==> src/hrbe_pkg.sv <==
`timescale 1ns / 1ps
`default_nettype none

package hrbe_pkg;

  // Sizing
  localparam int MAX_HEADER = 8192;
  localparam int LEN_BITS   = 32;
  localparam int HCNT_W     = $clog2(MAX_HEADER + 1);
  localparam int OUT_LEN_W  = 32;
  localparam int LEN_EXT_W  = (LEN_BITS > OUT_LEN_W) ? LEN_BITS : OUT_LEN_W;
  localparam int NAME_LEN   = 16;
  localparam int NAME_POS_W = $clog2(NAME_LEN);
  localparam int DELIM_LEN  = 4;
  localparam int DELIM_W    = $clog2(DELIM_LEN);
  localparam int KIND_W     = 2;

  // Result kinds
  localparam logic [KIND_W-1:0] KIND_BODY      = 2'd0;
  localparam logic [KIND_W-1:0] KIND_HDR_OK    = 2'd1;
  localparam logic [KIND_W-1:0] KIND_NO_LENGTH = 2'd2;
  localparam logic [KIND_W-1:0] KIND_HDR_LONG  = 2'd3;

  // Phase codes
  localparam logic PH_HEADER = 1'b0;
  localparam logic PH_BODY   = 1'b1;

  // Length parse states
  localparam logic [1:0] LS_NONE   = 2'd0;
  localparam logic [1:0] LS_BLANK  = 2'd1;
  localparam logic [1:0] LS_DIGITS = 2'd2;
  localparam logic [1:0] LS_DONE   = 2'd3;

  // Characters
  localparam logic [7:0] CH_CR  = 8'h0D;
  localparam logic [7:0] CH_LF  = 8'h0A;
  localparam logic [7:0] CH_SP  = 8'h20;
  localparam logic [7:0] CH_TAB = 8'h09;
  localparam logic [7:0] CH_0   = 8'h30;
  localparam logic [7:0] CH_9   = 8'h39;

  localparam logic [7:0] NAME_PAT [NAME_LEN] = '{
    8'h43, 8'h6F, 8'h6E, 8'h74, 8'h65, 8'h6E, 8'h74, 8'h2D,
    8'h4C, 8'h65, 8'h6E, 8'h67, 8'h74, 8'h68, 8'h3A, 8'h20
  };

  localparam logic [7:0] DELIM_PAT [DELIM_LEN] = '{CH_CR, CH_LF, CH_CR, CH_LF};

  // One result beat
  typedef struct packed {
    logic                 vld;
    logic [KIND_W-1:0]    kind;
    logic [7:0]           body_byte;
    logic [OUT_LEN_W-1:0] body_length;
    logic                 last;
  } result_t;

  // Clamp the internal length to the 32-bit result field
  function automatic logic [OUT_LEN_W-1:0] len_to_out(input logic [LEN_BITS-1:0] v);
    logic [LEN_EXT_W-1:0] e;
    e = LEN_EXT_W'(v);
    if (e > LEN_EXT_W'({OUT_LEN_W{1'b1}})) begin
      return {OUT_LEN_W{1'b1}};
    end
    return e[OUT_LEN_W-1:0];
  endfunction

endpackage

`default_nettype wire

==> src/hrbe_parser.sv <==
`timescale 1ns / 1ps
`default_nettype none

module hrbe_parser (
  input  wire logic             clk,
  input  wire logic             rst_n,
  input  wire logic             step_i,
  input  wire logic [7:0]       byte_i,
  output hrbe_pkg::result_t     res_o
);
  import hrbe_pkg::*;

  logic                  phase_r,      phase_nxt;
  logic [DELIM_W-1:0]    dm_r,         dm_nxt;
  logic [NAME_POS_W-1:0] npos_r,       npos_nxt;
  logic [1:0]            ls_r,         ls_nxt;
  logic [LEN_BITS-1:0]   lv_r,         lv_nxt;
  logic [HCNT_W-1:0]     hcnt_r,       hcnt_nxt;
  logic [LEN_BITS-1:0]   rem_r,        rem_nxt;

  logic [LEN_BITS+3:0]   mac;
  logic                  is_digit;
  logic                  fin;
  logic                  delim_done;
  logic [HCNT_W-1:0]     hcnt_inc;
  logic [LEN_BITS-1:0]   ls_val;
  logic [1:0]            ls_scan;
  logic [NAME_POS_W-1:0] npos_scan;

  // Decimal accumulate: v*10 + digit, saturating at all ones
  assign is_digit = (byte_i >= CH_0) && (byte_i <= CH_9);
  assign mac = ((LEN_BITS+4)'(lv_r) << 3) + ((LEN_BITS+4)'(lv_r) << 1)
             + (LEN_BITS+4)'(byte_i - CH_0);

  assign fin        = (rem_r <= LEN_BITS'(1));
  assign delim_done = (dm_r == DELIM_W'(DELIM_LEN - 1)) && (byte_i == CH_LF);
  assign hcnt_inc   = hcnt_r + HCNT_W'(1);

  // Content-Length name match and value parse
  always_comb begin
    ls_scan   = ls_r;
    ls_val    = lv_r;
    npos_scan = npos_r;
    unique case (ls_r)
      LS_NONE: begin
        if (byte_i == NAME_PAT[npos_r]) begin
          if (npos_r == NAME_POS_W'(NAME_LEN - 1)) begin
            ls_scan   = LS_BLANK;
            ls_val    = '0;
            npos_scan = '0;
          end else begin
            npos_scan = npos_r + NAME_POS_W'(1);
          end
        end else begin
          npos_scan = (byte_i == NAME_PAT[0]) ? NAME_POS_W'(1) : '0;
        end
      end
      LS_BLANK, LS_DIGITS: begin
        if (is_digit) begin
          ls_val  = (|mac[LEN_BITS+3:LEN_BITS]) ? {LEN_BITS{1'b1}} : mac[LEN_BITS-1:0];
          ls_scan = LS_DIGITS;
        end else if ((ls_r == LS_BLANK) && ((byte_i == CH_SP) || (byte_i == CH_TAB))) begin
          ls_scan = LS_BLANK;
        end else begin
          ls_scan = LS_DONE;
        end
      end
      LS_DONE: begin
        ls_scan = LS_DONE;
      end
      default: begin
        ls_scan = ls_r;
      end
    endcase
  end

  // Next state and result for one byte
  always_comb begin
    phase_nxt = phase_r;
    dm_nxt    = dm_r;
    npos_nxt  = npos_r;
    ls_nxt    = ls_r;
    lv_nxt    = lv_r;
    hcnt_nxt  = hcnt_r;
    rem_nxt   = rem_r;
    res_o     = '0;

    if (phase_r == PH_BODY) begin
      res_o.vld       = 1'b1;
      res_o.kind      = KIND_BODY;
      res_o.body_byte = byte_i;
      res_o.last      = fin;
      if (fin) begin
        phase_nxt = PH_HEADER;
        rem_nxt   = '0;
      end else begin
        rem_nxt = rem_r - LEN_BITS'(1);
      end
    end else begin
      hcnt_nxt = hcnt_inc;
      npos_nxt = npos_scan;
      ls_nxt   = ls_scan;
      lv_nxt   = ls_val;
      if (byte_i == DELIM_PAT[dm_r]) begin
        dm_nxt = dm_r + DELIM_W'(1);
      end else begin
        dm_nxt = (byte_i == CH_CR) ? DELIM_W'(1) : '0;
      end

      if (delim_done || (32'(hcnt_inc) >= 32'(MAX_HEADER))) begin
        res_o.vld = 1'b1;
        res_o.last = 1'b1;
        if (!delim_done) begin
          res_o.kind = KIND_HDR_LONG;
        end else if (ls_scan == LS_NONE) begin
          res_o.kind = KIND_NO_LENGTH;
        end else begin
          res_o.kind        = KIND_HDR_OK;
          res_o.body_length = len_to_out(ls_val);
          res_o.last        = (ls_val == '0);
          if (ls_val != '0) begin
            phase_nxt = PH_BODY;
            rem_nxt   = ls_val;
          end
        end
        // re-arm the header scan
        dm_nxt   = '0;
        npos_nxt = '0;
        ls_nxt   = LS_NONE;
        lv_nxt   = '0;
        hcnt_nxt = '0;
      end
    end
  end

  // State registers
  always_ff @(posedge clk) begin
    if (!rst_n) begin
      phase_r <= PH_HEADER;
      dm_r    <= '0;
      npos_r  <= '0;
      ls_r    <= LS_NONE;
      lv_r    <= '0;
      hcnt_r  <= '0;
      rem_r   <= '0;
    end else if (step_i) begin
      phase_r <= phase_nxt;
      dm_r    <= dm_nxt;
      npos_r  <= npos_nxt;
      ls_r    <= ls_nxt;
      lv_r    <= lv_nxt;
      hcnt_r  <= hcnt_nxt;
      rem_r   <= rem_nxt;
    end
  end

  // Checks
  a_body_rem_nonzero: assert property (@(posedge clk) disable iff (!rst_n)
    phase_r == PH_BODY |-> rem_r != '0)
    else $error("body phase with no bytes remaining");

  a_body_header_clear: assert property (@(posedge clk) disable iff (!rst_n)
    phase_r == PH_BODY |-> (hcnt_r == '0) && (ls_r == LS_NONE) && (npos_r == '0))
    else $error("header scan state not cleared in body phase");

  a_hcnt_bound: assert property (@(posedge clk) disable iff (!rst_n)
    32'(hcnt_r) < 32'(MAX_HEADER))
    else $error("header count past limit");

  a_ok_enters_body: assert property (@(posedge clk) disable iff (!rst_n)
    step_i && res_o.vld && (res_o.kind == KIND_HDR_OK) && !res_o.last |=> phase_r == PH_BODY)
    else $error("nonzero length did not start body");

endmodule

`default_nettype wire

==> src/http_response_body_extractor.sv <==
`timescale 1ns / 1ps
`default_nettype none
// A beat taken on in_* goes first into the input register and then into the result
// register, from which it is offered on out_*.
// Throughput: one byte per cycle while no result waits on out_tready; the input
// and result registers still let a byte be taken while an earlier result waits.
// Header bytes give no result except the status beat on the closing byte
// or on the byte that reaches the header limit.
// Reset (rst_n low, synchronous) empties both registers and re-arms header search.
module http_response_body_extractor (
  input  wire logic        clk,
  input  wire logic        rst_n,
  input  wire logic        in_tvalid,
  output wire logic        in_tready,
  input  wire logic [7:0]  in_tdata,   // [7:0] in_byte
  output wire logic        out_tvalid,
  input  wire logic        out_tready,
  output wire logic [39:0] out_tdata,  // [7:0] body_byte, [39:8] body_length
  output wire logic [1:0]  out_tuser,  // [1:0] kind
  output wire logic        out_tlast   // last
);
  import hrbe_pkg::*;

  logic        in_vld_r;
  logic [7:0]  in_byte_r;
  logic        adv;
  logic        step;
  result_t     res;
  result_t     out_nxt;
  result_t     out_r;

  assign adv       = !out_r.vld || out_tready;
  assign step      = in_vld_r && adv;
  assign in_tready = !in_vld_r || adv;

  // Input register
  always_ff @(posedge clk) begin
    if (!rst_n) begin
      in_vld_r <= 1'b0;
    end else if (in_tready) begin
      in_vld_r <= in_tvalid;
    end
  end

  always_ff @(posedge clk) begin
    if (in_tready && in_tvalid) begin
      in_byte_r <= in_tdata;
    end
  end

  hrbe_parser u_parser (
    .clk    (clk),
    .rst_n  (rst_n),
    .step_i (step),
    .byte_i (in_byte_r),
    .res_o  (res)
  );

  // Result register
  always_comb begin
    out_nxt     = res;
    out_nxt.vld = step && res.vld;
  end

  always_ff @(posedge clk) begin
    if (!rst_n) begin
      out_r <= '0;
    end else if (adv) begin
      out_r <= out_nxt;
    end
  end

  assign out_tvalid = out_r.vld;
  assign out_tdata  = {out_r.body_length, out_r.body_byte};
  assign out_tuser  = out_r.kind;
  assign out_tlast  = out_r.last;

endmodule

`default_nettype wire
==> config.mk <==
export PLATFORM = sky130hd
export DESIGN_NAME = http_response_body_extractor
export DESIGN_NICKNAME = d
export VERILOG_FILES = /design/src/hrbe_pkg.sv /design/src/hrbe_parser.sv /design/src/http_response_body_extractor.sv
export SDC_FILE = /design/constraint.sdc
export NUM_CORES = 1
export LEC_CHECK = 0
export BUFFER_PORTS_ARGS = -buffer_cell sky130_fd_sc_hd__buf_2
export CAP_MARGIN = 20
export CORE_ASPECT_RATIO = 1.1
export CORE_MARGIN = 2
export CORE_UTILIZATION = 65
export CTS_BUF_LIST = sky130_fd_sc_hd__clkbuf_4
export DETAILED_ROUTE_END_ITERATION = 8
export GPL_ROUTABILITY_DRIVEN = 0
export HOLD_SLACK_MARGIN = 0.03
export PLACE_DENSITY = 0.84
export SLEW_MARGIN = 0
export SYNTH_ARGS = -nofsm -noshare
export SYNTH_HDL_FRONTEND = slang
export SYNTH_HIERARCHICAL = 1
export SYNTH_SLANG_ARGS = --single-unit
==> constraint.sdc <==
create_clock -name clk -period 7.1 [get_ports clk]
set_input_delay 0.71 -clock clk [delete_from_list [all_inputs] [get_ports clk]]
set_output_delay 0.71 -clock clk [all_outputs]
set_load 0.05 [all_outputs]
### After elaboration in Yosys (flattened, before gate mapping)

Memories as Yosys holds them, arrays and structs flattened.
Cells that the tools add are included.

* memories kept: 1
* ROM bits: 128
* output and inout bits: 45
* flip-flop bits (word level): 140
* input bits: 12

* bitwise logic cells: 3
* eq/ne operators: 13
* muxes and demuxes: 55
* magnitude comparators: 7
* add/sub/neg operators: 7
* reductions and logical operators: 25

Memory list
* (no name shown): words 16, bits a word 8, rd ports 1, clocked after memory_dff 0, write ports 0, RTL line hrbe_parser.sv:46 `if (byte_i == NAME_PAT[npos_r]) begin`

Operators with widths (count)
* 2-to-1 mux 32 bit: 14
* 2-to-1 mux 33 bit: 3
* case mux 32 bit (2 select lines): 1
* 2-to-1 mux 8 bit: 5
* adder 35 x 33 -> 36 bit: 1
* adder 36 bit: 1
* greater-than comparator 32 bit (second input constant): 1
* less-or-equal comparator 32 x 1 -> 1 bit (second input constant): 1
* logical NOT 32 bit: 1
* nonzero test 32 bit: 1
* subtractor 32 x 1 -> 32 bit (second input constant): 1
* == test 8 x 4 -> 1 bit (second input constant): 3
* 2-to-1 mux 2 bit: 9
* binary-select mux 8 bit (select 2 bit): 1
* == test 8 bit: 2
* 2-to-1 mux 4 bit: 4
* adder 14 x 1 -> 14 bit (second input constant): 1
* >= comparator 14 bit (second input constant): 1
* 2-to-1 mux 1 bit: 14
* 2-to-1 mux 14 bit: 1
* subtractor 8 x 6 -> 9 bit (second input constant): 1
* == test 8 x 6 -> 1 bit (second input constant): 1
* == test 8 x 7 -> 1 bit (second input constant): 1
* >= comparator 8 x 6 -> 1 bit (second input constant): 1
* 24 further kinds: 40

### Longest topological paths before layout

* depth in word-level cells: 18
* mapped depth: 24
* gate-level depth less buffers: 20

### Hierarchy

Netlist, hierarchy kept.

Modules (own cells, without submodules)
* hrbe_parser: cells each 1428, area an instance 10057.1 um2, times used 1
* http_response_body_extractor: cells each 207, area an instance 2119.5 um2, times used 1

### Worst setup path before layout

Ideal clock, no wire load.

* path kind: register to register
* start: register in_byte_r[5]
* end: register u_parser.phase_r
* cell stages (with the launch flop): 22
* data required time: 6.981 ns
* setup time: 0.119 ns
* arrival: 6.146 ns
* path slack: 0.836 ns
* clock period less this slack: 6.264 ns
* cells stage by stage: edfxtp_1 ha_1 or3_1 inv_1 fa_1 ha_1 buf_2 a21o_1 a21o_1 a221oi_1 o21a_1 o211ai_1 a222oi_1 buf_2 nand3_1 a2111oi_1 nand4_1 nor3_2 buf_4 a31oi_4 clkbuf_1 o221a_2

* cells in the longest elaborated chain, start to end: 12
* elaborated cells on any way between the ends: 29
* classes of those cells: add/sub: 2; order compare: 2; eq/ne: 4; mux: 13; reduce/logical: 8

Ends and longest elaborated chain
* from (decl): RTL line http_response_body_extractor.sv:25 `logic [7:0] in_byte_r;`
* from (signal assigned): RTL line http_response_body_extractor.sv:47 `in_byte_r <= in_tdata;`
* subtractor 8 x 6 -> 9 bit: RTL line hrbe_parser.sv:33 `+ (LEN_BITS+4)'(byte_i - CH_0);`
* adder 36 bit: RTL line hrbe_parser.sv:33
* OR reduction 4 bit: RTL line hrbe_parser.sv:60 `ls_val = (|mac[LEN_BITS+3:LEN_BITS]) ? {LEN_BITS{1'b1}} : mac[LEN_BITS-1:0];`
* 2-to-1 mux 32 bit: RTL line hrbe_parser.sv:60
* 2-to-1 mux 32 bit: RTL line hrbe_parser.sv:59 `if (is_digit) begin`
* case mux 32 bit (2 select lines): RTL line hrbe_parser.sv:44 `unique case (ls_r)`
* nonzero test 32 bit: RTL line hrbe_parser.sv:121 `if (ls_val != '0) begin`
* 2-to-1 mux 1 bit: RTL line hrbe_parser.sv:121
* 2-to-1 mux 1 bit: RTL line hrbe_parser.sv:115 `end else if (ls_scan == LS_NONE) begin`
* 2-to-1 mux 1 bit: RTL line hrbe_parser.sv:113 `if (!delim_done) begin`
* 2-to-1 mux 1 bit (*): RTL line hrbe_parser.sv:110 `if (delim_done || (32'(hcnt_inc) >= 32'(MAX_HEADER))) begin`
* 2-to-1 mux 1 bit (*): RTL line hrbe_parser.sv:88 `if (phase_r == PH_BODY) begin`
* to (signal assigned): RTL line hrbe_parser.sv:147 `phase_r <= phase_nxt;`
* to (decl): RTL line hrbe_parser.sv:13 `logic phase_r, phase_nxt;`

Every way passes the cells marked *; elsewhere a longest branch is shown, timed or not.
A chain may end at the register's enable or synchronous reset.

### Final worst setup path

* start: register in_byte_r[5]
* end: register u_parser.rem_r[31]

* cells in the longest elaborated chain, start to end: 11
* elaborated cells on any way between the ends: 34
* classes of those cells: add/sub: 2; order compare: 2; eq/ne: 5; mux: 13; reduce/logical: 12

Ends and longest elaborated chain
* parallel branches: the longest is 11 deep, another holds adder 36 bit
* to (signal assigned): RTL line hrbe_parser.sv:153 `rem_r <= rem_nxt;`
* to (decl): RTL line hrbe_parser.sv:19 `logic [LEN_BITS-1:0] rem_r, rem_nxt;`

Parallel ways; which one is timed is not known. The select of a mux whose other input is x is not followed.

==> summary by stage <==
Outcome
The flow ran to the end, but the final reports show violations. The final reports fail on DRC.

Yosys
Among all flip-flop cells after synthesis, the most frequent one is dfxtp_1. In this run, synthesis produced a sequential element count of 140. For this run, the register share of the synthesized area comes to 23.67%. After synthesis, the netlist uses 88 different library cells. Summing every instance area after synthesis gives 0.01218 mm². The synthesized design contains 8 enable-type register cells. The synthesized area per cell is 7.448 µm². The net count after synthesis is 1732. Yosys attributes the largest share of cell area to dfxtp_1 (22%), nor2_1 (6.4%), nand2_1 (6.1%). Of the post-synthesis cell area, the dominant cell type holds 21.70%. The cell count after synthesis is 1635.

The dominant cell type by area after synthesis is dfxtp_1. The share of synthesized flip-flops with an asynchronous set or reset is 0%. For this run, the number of Yosys warnings is 6.

Critical path
Traced cell by cell, the critical path runs through ha_1 -> or3_1 -> inv_1 -> buf_12 -> fa_1 -> ha_1 -> a21oi_1 -> o21ai_0 -> nor3_1 -> a21oi_1 -> or4_1 -> a222oi_1 -> buf_12 -> a21oi_1 -> a21o_1 -> nor4_1 -> a41o_1 -> a41oi_2 -> buf_4 -> and4b_1 -> a211oi_1. The category of cells accounting for the largest share of critical-path delay is compound AO/OA/AOI/OAI gates. The worst setup path is launched from a flop. The start point of the critical path is in_byte_r[5]. The number of buffer and inverter stages on the critical path is 4. The highest cell delay on the worst timing path is 0.51 ns. The data arrival time of the critical path is 7.24 ns. Of all nets on the critical path, the largest fanout is 32. The worst setup path is captured at a flop. The critical path class is reg2reg. The endpoint required time on the critical path is 7.59 ns. The cell with the biggest individual delay on the critical path is a41o_1. The cell repeated most along the worst path is a21oi_1. In this run the critical register-to-register path is launched from in_byte_r[5].

Worst hold path
The class of the tightest hold or removal check is in2reg. The startpoint identified for the worst hold timing path is in_tdata[0].

Routing
The starting DRC count in detailed routing is 1568. In the routed layout, each cell is associated on average with a via count of 6.954. The uppermost metal layer occupied by signal nets is met4. The first detailed-routing pass ran for 9 iterations. For this block, wires on met1 add up to 14640 µm. The number of antenna-violating nets in the routed design is 0. The routed layout has 13070 vias. In the final routed layout, each cell accounts on average for 20.94 µm. The routed design has 39380 µm of wire. The DRC violation count after routing is 1.

The routed length on met2 is 17780 µm. The length of routed met3 wiring is 4607 µm.

Floorplan
The initialized floorplan defines 52 standard-cell rows. The region available for standard cell placement spans 0.01841 mm². The floorplan step defined a die boundary enclosing 0.01985 mm². For this configuration, the core starts out at a cell density of 66.13%. In this run the count of I/O pins placed on the die edge is 57.

The horizontal die dimension is 134.5 µm. The height of the chip is 147.6 µm.

Timing
The final hold violation count is 0. The final setup TNS is 0 ns. The number of setup violations in the final report is 0. The number of pins with negative max-slew slack in the final report is 0. The part of the cycle the worst path needs is 95.11%. For the pin with the worst max-slew slack, the measured transition is 1.124 ns. The tightest hold path in the finished design has a slack of 0.2802 ns. The routed design could run at a clock period as short as 6.753 ns.

The highest attainable clock frequency is 0.1481 GHz. The setup clock skew after layout is 0.03634 ns. Setup repair after global routing left no endpoint under its margin.

The worst pin sits at a relative slew slack of 25.07%.

CTS
The clock latency on the worst-skew pair is 0.60 ns. CTS built an H-tree with a depth of 4. The maximum buffer depth of the clock tree is 2.

The number of CTS-inserted buffers is 17. The number of sinks driven by the clock tree is 140. The clock transition time at the flip-flop clock pins of the worst setup and hold paths is 0.15 ns. TritonCTS built the clock tree. The cell at the root of the clock tree is clkbuf_4. Buffers inserted to repair hold after CTS numbered 0.

Power
The maximum vdd drop is 0.1527 mV. The static leakage is 0.004994 µW. In this run the power density over the cells is 129.9 mW/mm².

Layout
The layout overhead on the synthesized area is 5.004%. The proportion of layout cells with a drive suffix above 1 is 8.863%. The final core area utilization is 69.44%. The net count of the finished layout is 1720.

Placed design
The HPWL after detailed placement is 28560 µm. The quantity of I/O buffers inserted on ports is 56.

Global routing
The all-layer global routing usage is 39.23%. The via count of the first global-routing pass was 12240. The global-route congestion overflow total is 0. The number of antenna violations at the first check in global routing is 1. The first global-routing pass estimated 62620 µm of wire.

The largest net degree at the start of global routing is 76.

Flow run
The number of max-cap violations is 0.
stage by stage:
stage          instances  total power [µW]  setup slack [ns]  area (µm²)
3_5_place_dp        1847              1033            0.5573       12430
3_3_place_gp        1847              1028            0.7135       12430
2_1_floorplan       1635             979.3            0.8358       12180
5_1_grt             1880              1712           0.07569       12790
6_report            1880              1661            0.3470       12790
4_1_cts             1879              1654            0.5012       12780
routing by layer:
layer / vias up / track usage (%)
li1: 5892 / -
met1: 5997 / 48.08
met2: 926 / 62.19
met3: 258 / 11.01
met4: 0 / 21.68
met5: - / 0
worst reg2reg max path: stages (launching register included):
cell,delay (ns)
edfxtp_1,0.48
ha_1,0.26
or3_1,0.40
inv_1,0.13
buf_12,0.21
fa_1,0.45
ha_1,0.46
a21oi_1,0.36
o21ai_0,0.24
nor3_1,0.22
a21oi_1,0.15
or4_1,0.47
a222oi_1,0.42
buf_12,0.25
a21oi_1,0.12
a21o_1,0.20
nor4_1,0.39
a41o_1,0.51
a41oi_2,0.20
buf_4,0.29
and4b_1,0.23
a211oi_1,0.20
cell type report:
cell class / count / area [µm²]
Multi-Input combinational cell: 1327 / 8542
Fill cell: 1499 / 5627
Sequential cell: 140 / 2883
Timing Repair Buffer: 81 / 495.5
Tap cell: 243 / 304.0
Clock inverter: 15 / 221.5
Inverter: 56 / 210.2
Clock buffer: 17 / 127.6
Antenna cell: 1 / 2.502
kinds of logic after synthesis:
group	share of synthesized area (%)
muxes	4.644
AOI/OAI and AO/OA	25.60
and+or+nand+nor	24.99
DFF	23.67
buffers and inverters	6.268
adders and majority gates	10.73
xor gates and xnor gates	4.100
flip-flops by register name, summed over array words and instances (netlist names):
register	flops
u_parser/lv_r	32
u_parser/hcnt_r	14
in_vld_r	1
out_tvalid	1
out_tlast	1
out_tuser	2
in_byte_r	8
u_parser/rem_r	32
u_parser/dm_r	2
u_parser/phase_r	1
out_tdata	40
u_parser/ls_r	2
u_parser/npos_r	4
Yosys cell counts (all sizes together), types with 8 or more instances:
| master | n |
|---|---|
| mux2i | 52 |
| o21a | 16 |
| a22oi | 12 |
| fa | 31 |
| inv | 56 |
| o21ai | 90 |
| and2 | 12 |
| nor3 | 50 |
| a211oi | 20 |
| edfxtp | 8 |
| a31oi | 30 |
| nand2b | 19 |
| nand3 | 40 |
| clkbuf | 82 |
| a32oi | 9 |
| o22ai | 9 |
| nor2 | 208 |
| ha | 54 |
| o211ai | 19 |
| or2 | 10 |
| buf | 30 |
| nor3b | 11 |
| nand4 | 22 |
| and3 | 16 |
| nand2 | 197 |
| a21o | 20 |
| or3 | 17 |
| dfxtp | 132 |
| a21oi | 135 |
| nor2b | 19 |
| xnor2 | 31 |
| nor4 | 20 |
| xor2 | 26 |
cell usage in the layout (no fill, tap or decap), drive strengths merged, types with 10 or more instances in the layout:
| cell | netlist | routed |
|---|---|---|
| a211oi | 20 | 20 |
| a21o | 20 | 20 |
| a21oi | 135 | 135 |
| a22oi | 12 | 12 |
| a31oi | 30 | 30 |
| and2 | 12 | 12 |
| and3 | 16 | 16 |
| buf | 30 | 81 |
| clkbuf | 82 | 17 |
| dfxtp | 132 | 132 |
| fa | 31 | 31 |
| ha | 54 | 54 |
| inv | 56 | 64 |
| mux2i | 52 | 52 |
| nand2 | 197 | 197 |
| nand2b | 19 | 19 |
| nand3 | 40 | 40 |
| nand4 | 22 | 22 |
| nor2 | 208 | 208 |
| nor2b | 19 | 19 |
| nor3 | 50 | 50 |
| nor3b | 11 | 11 |
| nor4 | 20 | 20 |
| o211ai | 19 | 19 |
| o21a | 16 | 16 |
| o21ai | 90 | 90 |
| or2 | 10 | 10 |
| or3 | 17 | 17 |
| xnor2 | 31 | 31 |
| xor2 | 26 | 26 |
where the power goes:
part           switching [µW]  total, µW  internal [µW]  leakage (µW)
Combinational             154        221           67.1       0.00367
Sequential               8.95        808            799       0.00114
Clock                     367        632            265      0.000183
Total                     530       1660           1130       0.00499
repair_timing:
action,in CTS,in global routing
resized for setup,0,1
buffers inserted,0,0
endpoints found under the setup margin,0,2
path summary, 6_finish.rpt:
kind	to	depth (start not counted)	slack [ns]
hold reg to reg	out_tuser[1]	2	0.47
hold / removal	in_byte_r[0]	1	0.28
setup reg to reg	u_parser/rem_r[31]	21	0.35
setup / recovery	u_parser/rem_r[31]	21	0.35
Power figures use the tool's default switching activity.
